`config.mk`:
```
export PLATFORM = sky130hd
export DESIGN_NAME = frame_jitter_buffer_top
export DESIGN_NICKNAME = d
export VERILOG_FILES = /design/src/rtl/fjb_pkg.sv /design/src/rtl/fjb_ram.sv /design/src/rtl/fjb_divider.sv /design/src/rtl/frame_jitter_buffer_top.sv
export SDC_FILE = /design/constraint.sdc
export NUM_CORES = 2
export LEC_CHECK = 0
export ABC_AREA = 1
export BUFFER_PORTS_ARGS = -buffer_cell sky130_fd_sc_hd__buf_2
export CORE_UTILIZATION = 65
export DETAILED_ROUTE_END_ITERATION = 10
export GPL_ROUTABILITY_DRIVEN = 1
export PLACE_DENSITY = 0.83
export SYNTH_ARGS = -nofsm -noshare
export SYNTH_HDL_FRONTEND = slang
export SYNTH_SLANG_ARGS = --single-unit
export TNS_END_PERCENT = 5
```
`constraint.sdc`:
```
create_clock -name clk -period 14 [get_ports clk]
set_input_delay 2.8 -clock clk [delete_from_list [all_inputs] [get_ports clk]]
set_output_delay 2.8 -clock clk [all_outputs]
set_load 0.02 [all_outputs]
```
`src/rtl/fjb_pkg.sv`:
```
`timescale 1ns / 1ps
// ============================================================================
// Frame jitter buffer package
// Shared widths, codes, payload types and state encoding for the frame
// jitter buffer and its checker.
// ============================================================================
package fjb_pkg;

    // Default number of descriptor slots in the queue memory.
    localparam int DEPTH_DEFAULT = 16;

    // Field widths.
    localparam int OP_W       = 2;
    localparam int HANDLE_W   = 32;
    localparam int PTS_W      = 32;
    localparam int TIME_W     = 48;
    localparam int STATUS_W   = 2;
    localparam int OCC_W      = 5;
    localparam int COUNT_W    = 32;
    localparam int AVG_W      = 32;
    localparam int JSUM_W     = 64;
    localparam int JCNT_W     = 32;

    // Configuration port.
    localparam int LAT_MS_W   = 16;
    localparam int MAXF_W     = 5;
    localparam int CFG_IDX_W  = 1;
    localparam int CFG_DATA_W = 16;

    localparam logic [CFG_IDX_W-1:0] REG_LATENCY_MS = 1'd0;
    localparam logic [CFG_IDX_W-1:0] REG_MAX_FRAMES = 1'd1;

    // Latency is kept in microseconds; 65535 ms times 1000 fits in 26 bits.
    localparam int US_PER_MS  = 1000;
    localparam int LAT_US_W   = 26;
    localparam int LATENCY_MS_RESET = 100;
    localparam logic [LAT_US_W-1:0] LAT_US_RESET = LAT_US_W'(LATENCY_MS_RESET * US_PER_MS);
    localparam logic [MAXF_W-1:0]   MAX_FRAMES_RESET = 5'd16;

    // Operation codes.
    localparam logic [OP_W-1:0] OP_PUSH  = 2'd0;
    localparam logic [OP_W-1:0] OP_POP   = 2'd1;
    localparam logic [OP_W-1:0] OP_CLEAR = 2'd2;

    // Result status codes.
    localparam logic [STATUS_W-1:0] STAT_DONE  = 2'd0;
    localparam logic [STATUS_W-1:0] STAT_EMPTY = 2'd1;
    localparam logic [STATUS_W-1:0] STAT_HELD  = 2'd2;

    // Average jitter divider: two quotient bits per cycle.
    localparam int DIV_BITS   = 2;
    localparam int DIV_STEPS  = JSUM_W / DIV_BITS;
    localparam int DIV_CNT_W  = $clog2(DIV_STEPS);

    // Divide by three for a 5-bit value: floor(x * 11 / 32) is exact up to 31.
    localparam int THIRD_MUL    = 11;
    localparam int THIRD_SHIFT  = 5;
    localparam int THIRD_PROD_W = MAXF_W + THIRD_SHIFT;

    typedef struct packed {
        logic [OP_W-1:0]     operation;
        logic [HANDLE_W-1:0] frame_handle;
        logic [PTS_W-1:0]    pts;
        logic                key_frame;
        logic [TIME_W-1:0]   recv_time_us;
        logic [TIME_W-1:0]   now_us;
    } fjb_req_t;

    typedef struct packed {
        logic [STATUS_W-1:0] status;
        logic [HANDLE_W-1:0] frame_handle_out;
        logic                key_frame_out;
        logic                dropped_oldest;
        logic [OCC_W-1:0]    occupancy;
        logic [COUNT_W-1:0]  dropped_total;
        logic [COUNT_W-1:0]  pushed_total;
        logic [AVG_W-1:0]    avg_jitter;
    } fjb_rsp_t;

    // One queue slot as stored in memory.
    typedef struct packed {
        logic [HANDLE_W-1:0] frame_handle;
        logic                key_frame;
        logic [TIME_W-1:0]   recv_time_us;
    } fjb_entry_t;

    typedef enum logic [2:0] {
        ST_IDLE,
        ST_EXEC,
        ST_READ,
        ST_DIV,
        ST_EMIT
    } fjb_state_t;

    function automatic logic [MAXF_W-1:0] third_of(input logic [MAXF_W-1:0] x);
        logic [THIRD_PROD_W-1:0] prod;
        prod = THIRD_PROD_W'(x) * THIRD_PROD_W'(THIRD_MUL);
        return prod[THIRD_SHIFT +: MAXF_W];
    endfunction

endpackage

```
`src/rtl/fjb_ram.sv`:
```
`timescale 1ns / 1ps
// ============================================================================
// Generic single-port-write RAM
// One write port and one read port; read data is registered, so it appears
// in the cycle after the address.
// ============================================================================
module fjb_ram #(
    parameter int WIDTH = 8,
    parameter int DEPTH = 16
) (
    input  logic                     clk,
    input  logic                     we,
    input  logic [$clog2(DEPTH)-1:0] waddr,
    input  logic [WIDTH-1:0]         wdata,
    input  logic [$clog2(DEPTH)-1:0] raddr,
    output logic [WIDTH-1:0]         rdata
);

    logic [WIDTH-1:0] mem [DEPTH];
    logic [WIDTH-1:0] rdata_reg;

    always_ff @(posedge clk)
    begin
        if (we)
        begin
            mem[waddr] <= wdata;
        end
        rdata_reg <= mem[raddr];
    end

    assign rdata = rdata_reg;

endmodule

```
`src/rtl/fjb_divider.sv`:
```
`timescale 1ns / 1ps
// ============================================================================
// Average jitter divider
// Restoring divider, two quotient bits per cycle; returns the low bits of a
// 64-bit sum divided by a 32-bit count.
// ============================================================================
module fjb_divider (
    input  logic                       clk,
    input  logic                       rst_n,
    input  logic                       start,
    input  logic [fjb_pkg::JSUM_W-1:0] dividend,
    input  logic [fjb_pkg::JCNT_W-1:0] divisor,
    output logic                       done,
    output logic [fjb_pkg::AVG_W-1:0]  quotient
);

    import fjb_pkg::*;

    logic                 busy_reg, busy_next;
    logic                 done_reg, done_next;
    logic [DIV_CNT_W-1:0] step_reg, step_next;
    logic [JCNT_W-1:0]    rem_reg, rem_next;
    logic [JSUM_W-1:0]    dvd_reg, dvd_next;
    logic [AVG_W-1:0]     quo_reg, quo_next;
    logic [JCNT_W-1:0]    dsr_reg, dsr_next;

    logic [JCNT_W:0]      trial;
    logic [JCNT_W-1:0]    rem_step;
    logic [JSUM_W-1:0]    dvd_step;
    logic [AVG_W-1:0]     quo_step;

    // Two restoring steps; for a nonzero divisor the remainder always stays below it.
    always_comb
    begin
        rem_step = rem_reg;
        dvd_step = dvd_reg;
        quo_step = quo_reg;
        trial    = '0;
        for (int i = 0; i < DIV_BITS; i++)
        begin
            trial    = {rem_step, dvd_step[JSUM_W-1]};
            dvd_step = {dvd_step[JSUM_W-2:0], 1'b0};
            if (trial >= {1'b0, dsr_reg})
            begin
                trial    = trial - {1'b0, dsr_reg};
                quo_step = {quo_step[AVG_W-2:0], 1'b1};
            end
            else
            begin
                quo_step = {quo_step[AVG_W-2:0], 1'b0};
            end
            rem_step = trial[JCNT_W-1:0];
        end
    end

    always_comb
    begin
        busy_next = busy_reg;
        done_next = 1'b0;
        step_next = step_reg;
        rem_next  = rem_reg;
        dvd_next  = dvd_reg;
        quo_next  = quo_reg;
        dsr_next  = dsr_reg;
        if (start)
        begin
            busy_next = 1'b1;
            step_next = '0;
            rem_next  = '0;
            dvd_next  = dividend;
            quo_next  = '0;
            dsr_next  = divisor;
        end
        else if (busy_reg)
        begin
            rem_next  = rem_step;
            dvd_next  = dvd_step;
            quo_next  = quo_step;
            step_next = step_reg + DIV_CNT_W'(1);
            if (step_reg == DIV_CNT_W'(DIV_STEPS - 1))
            begin
                busy_next = 1'b0;
                done_next = 1'b1;
            end
        end
    end

    always_ff @(posedge clk or negedge rst_n)
    begin
        if (!rst_n)
        begin
            busy_reg <= 1'b0;
            done_reg <= 1'b0;
            step_reg <= '0;
        end
        else
        begin
            busy_reg <= busy_next;
            done_reg <= done_next;
            step_reg <= step_next;
        end
    end

    always_ff @(posedge clk)
    begin
        rem_reg <= rem_next;
        dvd_reg <= dvd_next;
        quo_reg <= quo_next;
        dsr_reg <= dsr_next;
    end

    assign done     = done_reg;
    assign quotient = quo_reg;

endmodule

```
`src/rtl/frame_jitter_buffer_top.sv`:
```
`timescale 1ns / 1ps
// ============================================================================
// Frame jitter buffer
// Bounded queue of frame descriptors with drop-oldest overflow, a release
// rule on pop, and running drop, push and PTS jitter statistics.
//
// Each request item is a push, a pop or a clear, and each one returns exactly
// one response item that carries the current statistics. The descriptors live
// in one synchronous RAM of DEPTH slots addressed as a ring from a head
// pointer. A push into a full queue (full meaning occupancy at or above the
// configured max_frames, clamped to 1..DEPTH) discards the oldest frame first.
// A pop releases the head if it is a key frame, if it has waited at least
// latency_ms milliseconds against now_us, or if occupancy is at least a third
// of the capacity; otherwise the head is reported as held and stays queued.
// The block handles one request item at a time. A clear, a push that adds no
// jitter sample, or a pop of an empty queue goes from execution straight to
// the response; a pop of a non-empty queue first passes through a read state
// for the head slot. A push that adds a jitter sample waits in a divide state
// while the average jitter is recomputed by a divider that produces two
// quotient bits per cycle over the 64-bit sum. A finished response item sits
// in an output register, so the next request item is taken while it waits.
// Configuration writes are to be made only while no request is in flight.
// ============================================================================
module frame_jitter_buffer_top #(
    parameter int DEPTH = fjb_pkg::DEPTH_DEFAULT
) (
    input  logic                           clk,
    input  logic                           rst_n,
    input  logic                           req_valid,
    output logic                           req_stall,
    input  fjb_pkg::fjb_req_t              req,
    output logic                           rsp_valid,
    input  logic                           rsp_stall,
    output fjb_pkg::fjb_rsp_t              rsp,
    input  logic                           cfg_we,
    input  logic [fjb_pkg::CFG_IDX_W-1:0]  cfg_index,
    input  logic [fjb_pkg::CFG_DATA_W-1:0] cfg_data
);

    import fjb_pkg::*;

    // Address and fill count widths follow from DEPTH; the comparison width is the wider of fill count and max_frames.
    localparam int AW      = $clog2(DEPTH);
    localparam int CNT_W   = $clog2(DEPTH + 1);
    localparam int SUM_W   = CNT_W + 1;
    localparam int CMP_W   = (CNT_W > MAXF_W) ? CNT_W : MAXF_W;
    localparam int ENTRY_W = $bits(fjb_entry_t);

    // Sequencer.
    fjb_state_t state_reg, state_next;
    logic       mem_we;
    logic       div_start;
    logic       rsp_load;
    logic       rsp_free;

    // Configuration.
    logic [LAT_US_W-1:0] lat_us_reg, lat_us_next;
    logic [MAXF_W-1:0]   max_frames_reg, max_frames_next;

    // Queue and statistics state.
    fjb_req_t           item_reg, item_next;
    logic [AW-1:0]      head_reg, head_next;
    logic [CNT_W-1:0]   fill_reg, fill_next;
    logic [PTS_W-1:0]   last_pts_reg, last_pts_next;
    logic [JSUM_W-1:0]  jsum_reg, jsum_next;
    logic [JCNT_W-1:0]  jcnt_reg, jcnt_next;
    logic [COUNT_W-1:0] dropped_cnt_reg, dropped_cnt_next;
    logic [COUNT_W-1:0] pushed_cnt_reg, pushed_cnt_next;
    logic [AVG_W-1:0]   avg_reg, avg_next;

    // Per-item result fields gathered before the response is built.
    logic [STATUS_W-1:0] res_status_reg, res_status_next;
    logic [HANDLE_W-1:0] res_handle_reg, res_handle_next;
    logic                res_key_reg, res_key_next;
    logic                res_drop_reg, res_drop_next;

    // Response register.
    fjb_rsp_t rsp_reg, rsp_next;
    logic     rsp_valid_reg, rsp_valid_next;

    // Datapath helpers.
    logic [CNT_W-1:0]  cap;
    logic [MAXF_W-1:0] third;
    logic              is_push;
    logic              is_pop;
    logic              is_clear;
    logic              full;
    logic              third_ok;
    logic [AW-1:0]     head_inc;
    logic [SUM_W-1:0]  slot_sum;
    logic [AW-1:0]     slot;
    logic [TIME_W-1:0] recv_eff;
    logic              jit_hit;
    fjb_entry_t        wr_entry;
    fjb_entry_t        rd_entry;
    logic [ENTRY_W-1:0] mem_rdata;
    logic [TIME_W-1:0] elapsed;
    logic              due;

    logic              div_done;
    logic [AVG_W-1:0]  div_quotient;

    // ------------------------------------------------------------------
    // Descriptor memory. The read port always looks at the head slot; a pop
    // uses the data in the cycle after it enters execution.
    // ------------------------------------------------------------------
    fjb_ram #(
        .WIDTH (ENTRY_W),
        .DEPTH (DEPTH)
    ) u_fjb_ram (
        .clk   (clk),
        .we    (mem_we),
        .waddr (slot),
        .wdata (wr_entry),
        .raddr (head_reg),
        .rdata (mem_rdata)
    );

    fjb_divider u_fjb_divider (
        .clk      (clk),
        .rst_n    (rst_n),
        .start    (div_start),
        .dividend (jsum_next),
        .divisor  (jcnt_next),
        .done     (div_done),
        .quotient (div_quotient)
    );

    // ------------------------------------------------------------------
    // Capacity in use: a programmed zero acts as one, and anything above the
    // memory depth acts as the depth. The release threshold is a third of it.
    // ------------------------------------------------------------------
    always_comb
    begin
        if (max_frames_reg == '0)
        begin
            cap = CNT_W'(1);
        end
        else if (int'(max_frames_reg) > DEPTH)
        begin
            cap = CNT_W'(DEPTH);
        end
        else
        begin
            cap = CNT_W'(max_frames_reg);
        end
    end

    assign third    = third_of(MAXF_W'(cap));
    assign full     = CMP_W'(fill_reg) >= CMP_W'(cap);
    assign third_ok = CMP_W'(fill_reg) >= CMP_W'(third);

    assign is_push  = item_reg.operation == OP_PUSH;
    assign is_pop   = item_reg.operation == OP_POP;
    assign is_clear = item_reg.operation == OP_CLEAR;

    assign head_inc = (head_reg == AW'(DEPTH - 1)) ? '0 : head_reg + AW'(1);

    // The tail slot is head plus fill, whether or not the oldest frame is
    // dropped: dropping advances the head by one and leaves the fill as it was.
    assign slot_sum = SUM_W'(head_reg) + SUM_W'(fill_reg);
    assign slot     = (slot_sum >= SUM_W'(DEPTH)) ? AW'(slot_sum - SUM_W'(DEPTH))
                                                  : AW'(slot_sum);

    // A receive time of zero means the frame is stamped with the current time.
    assign recv_eff = (item_reg.recv_time_us == '0) ? item_reg.now_us
                                                    : item_reg.recv_time_us;

    // Only forward PTS steps count, and only once a previous PTS is known.
    assign jit_hit = (last_pts_reg != '0) && (item_reg.pts > last_pts_reg);

    always_comb
    begin
        wr_entry.frame_handle = item_reg.frame_handle;
        wr_entry.key_frame    = item_reg.key_frame;
        wr_entry.recv_time_us = recv_eff;
    end

    // Release check for the head slot. A clock that reads behind the receive
    // time counts as no time elapsed.
    assign rd_entry = fjb_entry_t'(mem_rdata);
    assign elapsed  = (item_reg.now_us >= rd_entry.recv_time_us)
                    ? item_reg.now_us - rd_entry.recv_time_us : '0;
    assign due      = rd_entry.key_frame || (elapsed >= TIME_W'(lat_us_reg)) || third_ok;

    assign rsp_free = !rsp_valid_reg || !rsp_stall;

    // ------------------------------------------------------------------
    // Sequencer: next state.
    // ------------------------------------------------------------------
    always_comb
    begin
        state_next = state_reg;
        case (state_reg)
            ST_IDLE:
            begin
                if (req_valid)
                begin
                    state_next = ST_EXEC;
                end
            end
            ST_EXEC:
            begin
                if (is_push && jit_hit)
                begin
                    state_next = ST_DIV;
                end
                else if (is_pop && (fill_reg != '0))
                begin
                    state_next = ST_READ;
                end
                else
                begin
                    state_next = ST_EMIT;
                end
            end
            ST_READ:
            begin
                state_next = ST_EMIT;
            end
            ST_DIV:
            begin
                if (div_done)
                begin
                    state_next = ST_EMIT;
                end
            end
            ST_EMIT:
            begin
                if (rsp_free)
                begin
                    state_next = ST_IDLE;
                end
            end
            default:
            begin
                state_next = ST_IDLE;
            end
        endcase
    end

    // ------------------------------------------------------------------
    // Sequencer: control outputs.
    // ------------------------------------------------------------------
    always_comb
    begin
        req_stall = 1'b1;
        mem_we    = 1'b0;
        div_start = 1'b0;
        rsp_load  = 1'b0;
        case (state_reg)
            ST_IDLE:
            begin
                req_stall = 1'b0;
            end
            ST_EXEC:
            begin
                mem_we    = is_push;
                div_start = is_push && jit_hit;
            end
            ST_EMIT:
            begin
                rsp_load = rsp_free;
            end
            default:
            begin
                req_stall = 1'b1;
            end
        endcase
    end

    // ------------------------------------------------------------------
    // Configuration writes. The latency is converted to microseconds here,
    // so the release check only needs a compare.
    // ------------------------------------------------------------------
    always_comb
    begin
        lat_us_next     = lat_us_reg;
        max_frames_next = max_frames_reg;
        if (cfg_we)
        begin
            case (cfg_index)
                REG_LATENCY_MS:
                begin
                    lat_us_next = LAT_US_W'(32'(cfg_data[LAT_MS_W-1:0]) * 32'(US_PER_MS));
                end
                REG_MAX_FRAMES:
                begin
                    max_frames_next = cfg_data[MAXF_W-1:0];
                end
                default:
                begin
                    lat_us_next = lat_us_reg;
                end
            endcase
        end
    end

    // ------------------------------------------------------------------
    // Queue and statistics update.
    // ------------------------------------------------------------------
    always_comb
    begin
        item_next        = item_reg;
        head_next        = head_reg;
        fill_next        = fill_reg;
        last_pts_next    = last_pts_reg;
        jsum_next        = jsum_reg;
        jcnt_next        = jcnt_reg;
        dropped_cnt_next = dropped_cnt_reg;
        pushed_cnt_next  = pushed_cnt_reg;
        avg_next         = avg_reg;
        res_status_next  = res_status_reg;
        res_handle_next  = res_handle_reg;
        res_key_next     = res_key_reg;
        res_drop_next    = res_drop_reg;
        case (state_reg)
            ST_IDLE:
            begin
                if (req_valid)
                begin
                    item_next = req;
                end
            end
            ST_EXEC:
            begin
                res_status_next = STAT_DONE;
                res_handle_next = '0;
                res_key_next    = 1'b0;
                res_drop_next   = 1'b0;
                if (is_push)
                begin
                    if (full)
                    begin
                        // Oldest frame goes; the count stays where it was.
                        head_next        = head_inc;
                        dropped_cnt_next = dropped_cnt_reg + COUNT_W'(1);
                        res_drop_next    = 1'b1;
                    end
                    else
                    begin
                        fill_next = fill_reg + CNT_W'(1);
                    end
                    pushed_cnt_next = pushed_cnt_reg + COUNT_W'(1);
                    if (jit_hit)
                    begin
                        jsum_next = jsum_reg + JSUM_W'(item_reg.pts - last_pts_reg);
                        jcnt_next = jcnt_reg + JCNT_W'(1);
                    end
                    last_pts_next = item_reg.pts;
                end
                else if (is_pop)
                begin
                    if (fill_reg == '0)
                    begin
                        res_status_next = STAT_EMPTY;
                    end
                end
                else if (is_clear)
                begin
                    fill_next     = '0;
                    head_next     = '0;
                    last_pts_next = '0;
                end
            end
            ST_READ:
            begin
                res_handle_next = rd_entry.frame_handle;
                res_key_next    = rd_entry.key_frame;
                if (due)
                begin
                    head_next = head_inc;
                    fill_next = fill_reg - CNT_W'(1);
                end
                else
                begin
                    res_status_next = STAT_HELD;
                end
            end
            ST_DIV:
            begin
                if (div_done)
                begin
                    // A wrapped sample count reads as no samples.
                    avg_next = (jcnt_reg == '0) ? '0 : div_quotient;
                end
            end
            default:
            begin
                item_next = item_reg;
            end
        endcase
    end

    // ------------------------------------------------------------------
    // Response register: loaded when the previous item has been taken.
    // ------------------------------------------------------------------
    always_comb
    begin
        rsp_next       = rsp_reg;
        rsp_valid_next = rsp_valid_reg && rsp_stall;
        if (rsp_load)
        begin
            rsp_next.status           = res_status_reg;
            rsp_next.frame_handle_out = res_handle_reg;
            rsp_next.key_frame_out    = res_key_reg;
            rsp_next.dropped_oldest   = res_drop_reg;
            rsp_next.occupancy        = OCC_W'(fill_reg);
            rsp_next.dropped_total    = dropped_cnt_reg;
            rsp_next.pushed_total     = pushed_cnt_reg;
            rsp_next.avg_jitter       = avg_reg;
            rsp_valid_next            = 1'b1;
        end
    end

    always_ff @(posedge clk or negedge rst_n)
    begin
        if (!rst_n)
        begin
            state_reg       <= ST_IDLE;
            lat_us_reg      <= LAT_US_RESET;
            max_frames_reg  <= MAX_FRAMES_RESET;
            head_reg        <= '0;
            fill_reg        <= '0;
            last_pts_reg    <= '0;
            jsum_reg        <= '0;
            jcnt_reg        <= '0;
            dropped_cnt_reg <= '0;
            pushed_cnt_reg  <= '0;
            avg_reg         <= '0;
            rsp_valid_reg   <= 1'b0;
        end
        else
        begin
            state_reg       <= state_next;
            lat_us_reg      <= lat_us_next;
            max_frames_reg  <= max_frames_next;
            head_reg        <= head_next;
            fill_reg        <= fill_next;
            last_pts_reg    <= last_pts_next;
            jsum_reg        <= jsum_next;
            jcnt_reg        <= jcnt_next;
            dropped_cnt_reg <= dropped_cnt_next;
            pushed_cnt_reg  <= pushed_cnt_next;
            avg_reg         <= avg_next;
            rsp_valid_reg   <= rsp_valid_next;
        end
    end

    always_ff @(posedge clk)
    begin
        item_reg       <= item_next;
        res_status_reg <= res_status_next;
        res_handle_reg <= res_handle_next;
        res_key_reg    <= res_key_next;
        res_drop_reg   <= res_drop_next;
        rsp_reg        <= rsp_next;
    end

    assign rsp_valid = rsp_valid_reg;
    assign rsp       = rsp_reg;

endmodule

```
==> run summary <==
outcome -> complete, no violations
synth top area cells -> edfxtp_1, nand2_1, dfrtp_1, ha_1, inv_1
All-Layer GR Usage -> 35.1%
Layout Area Growth over Synthesis -> 10.6%
CTS tree -> done
pwr dens -> 228 nW/um^2
RSZ-0062 raised after global routing -> no
GR met3 Demand/Resource -> 8.14%
Buffers on Ports -> 323
clock sinks -> 2,145
initial drt markers -> 9,810
most frequent cells in the layout -> nand2_1, edfxtp_1, inv_1, nor2_1, o21ai_0
CTS Buf Count -> 199
synthesis-stage register bit count -> 2,145
leak pwr -> 0.0448 uW
CTS H-tree depth -> 4
maximum root-to-sink buffer count -> 3
post-CTS sizing -> 0
Root Driver -> clkbuf_16
Final ANT Viol Nets -> 0
gp weighted congestion -> 0.973
Cell Count, Final, Fillers Out -> 11,800
post-DP HPWL -> 170,000 um
clock skew -> 0.0736 ns
M2 GR Usage -> 55.3%
Die Area -> 154,000 um^2
Min-Delay Path Class -> register to register
Tmin final -> 6.92 ns
fmax -> 0.145 GHz
# IOs -> 324
grt total ovfl -> 0
Critical Path AT -> 7.59 ns
total of max-cap violations -> 0
Final Cycle Share -> 49.4%
Avg WL per Cell -> 23.1 um
WL final -> 273,000 um
DRC -> 0
clock power share -> 22.6%
Worst setup EP type -> register
Worst-Skew Late Latency -> 0.87 ns
Post-synth EDFFs -> 1,728
Syn Inst Count -> 9,351
Seq pwr share -> 35.1%
Post-Syn Area -> 98,800 um^2
largest net degree at the start of global routing -> 251
Synthesized Nets -> 9,911
register area share after synthesis -> 62.3%
final net count -> 10,200
first-pass GRT wire length -> 408,000 um
initial antenna violation count -> 18
layout cells sized above 1 -> 9.11%
vias per cell -> 6.20
Top FF cell, synth -> edfxtp_1
post-route setup slack -> 7.08 ns
cell taking the most area after synthesis -> edfxtp_1
area share of the largest cell type after synthesis -> 52.5%
relative slew slack -> 10.5%
Die H -> 392 um
most common cell after layout, fill and taps aside -> nand2_1
Worst Max-Slew Pin Slew -> 1.33 ns
synth unique cells -> 65
Std-Cell Core Area -> 150,000 um^2
fin. max-slew vios -> 0
Pint -> 14,700 uW
kind of critical path -> register to register
nature of the critical path startpoint -> register
Post-CTS Setup Inserts -> 0
Reg clk slew, reported paths -> 0.06 ns
Post-synth ARST share -> 12.7%
Post-CTS Hold Fix Bufs -> 0
Hold Vio Cnt, Final -> 0
Psw -> 10,200 uW
TritonRoute pass-1 iters -> 7
met1 GRT Util -> 46.5%
pre-CTS WS -> 6.81 ns
GR peak layer -> met2
via count -> 73,200
dpl cells -> 11,400
max reg flops -> 1,296
maximum vdd ir drop -> 158 uV
setup tns final -> 0 ns
Net Sw Frac -> 41.0%
Worst Path Required -> 14.67 ns
vias in the first global route -> 70,800
Ys Warns -> 0
final setup fails -> 0
Syn Area/Cell -> 10.6 um^2
Die X -> 392 um
Core Rows -> 142
combinational share of power -> 42.3%
initial core utilization -> 65.8%
Critical Path Fanout Max -> 38
## power by group through the flow
stage                     logic, uW  registers (uW)  clock network [uW]
after floorplan                7450            8760                   0
after detailed placement      10200            8850                   0
after CTS                     10400            8740                5680
after global routing          11700            8840                5930
after global placement        10000            8820                   0
final                         10500            8760                5650
## Yosys cell counts, types with 28 or more instances
| library cell | instances |
|---|---|
| nand3_1 | 413 |
| nor2_1 | 750 |
| dfrtp_1 | 265 |
| nand2_1 | 2105 |
| buf_2 | 28 |
| a21oi_1 | 461 |
| xnor2_1 | 92 |
| fa_1 | 61 |
| or2_2 | 29 |
| nor3_1 | 72 |
| o221ai_1 | 69 |
| a221oi_1 | 101 |
| nor4_1 | 38 |
| xor2_1 | 155 |
| nand4_1 | 184 |
| o21ai_0 | 646 |
| a22oi_1 | 32 |
| clkbuf_1 | 280 |
| dfxtp_1 | 145 |
| a21o_1 | 35 |
| o22ai_1 | 132 |
| inv_1 | 918 |
| edfxtp_1 | 1728 |
| ha_1 | 314 |
| a31oi_1 | 37 |
## metrics by stage
stage          hold slack (ns)  total power (uW)  cell area, um^2  utilization [%]
2_1_floorplan            0.400             16200            98800                -
3_3_place_gp             0.405             18800           102000             68.1
3_5_place_dp             0.405             19100           102000             68.1
4_1_cts                  0.419             24800           109000             72.7
5_1_grt                  0.421             26400           109000             72.7
6_report                 0.417             25000           109000             72.7
## cell type report
cell class / instances / area [um^2]
antenna: 13 / 32.5
clock buffer: 267 / 5610
clock inverter: 111 / 1350
fill: 10000 / 41000
inverter: 933 / 3520
multi-input combinational: 5917 / 32400
sequential: 2145 / 61600
tap: 2016 / 2520
timing repair buffer: 401 / 2220
## kinds of logic after synthesis
family                   synth area share [%]
AO/OA/AOI/OAI                            9.65
XOR/XNOR                                 2.19
adder cells (fa/ha/maj)                  5.21
buffers and inverters                    5.05
flip-flops                               62.3
other                                 0.00379
AND/OR/NAND/NOR                          15.6
## layer usage
metal,vias up,share of wire [%],wire (um)
met4,10,4.5,12400
met1,34700,37,101000
li1,32900,-,-
met3,847,12,33600
met5,-,0.025,69
met2,4648,46,126000
## critical path, stage by stage (launching register included)
cell and delay (ns):
edfxtp_1 0.38, inv_1 0.12, ha_1 0.37, a21oi_2 0.20
nand2_2 0.10, a21boi_4 0.21, inv_1 0.06, nand2_1 0.06
nand2_1 0.09, nand3_1 0.08, nand2_1 0.11, nand3_2 0.12
nand2_4 0.20, inv_2 0.59, o21ai_0 0.24, ha_1 0.41
a21oi_1 0.24, nand2_1 0.09, a211oi_1 0.19, nand2_1 0.18
nand4_1 0.12, nand2_1 0.07, nand2_1 0.80, nand4_2 1.03
o211ai_1 0.51, o21ai_0 0.13
## path summary, 6_finish.rpt
path,slack [ns],start,depth (start not counted),endpoint
setup reg to reg,7.08,u_fjb_divider.dsr_reg[2],25,u_fjb_divider.rem_reg[1]
min in group asynchronous,2.05,rst_n,1,pushed_cnt_reg[3]
hold reg to reg,0.42,res_handle_reg[26],0,rsp[129]
hold / removal,0.42,res_handle_reg[26],0,rsp[129]
max in group asynchronous,9.64,rst_n,3,dropped_cnt_reg[18]
setup / recovery,7.08,u_fjb_divider.dsr_reg[2],25,u_fjb_divider.rem_reg[1]
Note: power is estimated with default switching activity, not from simulation.
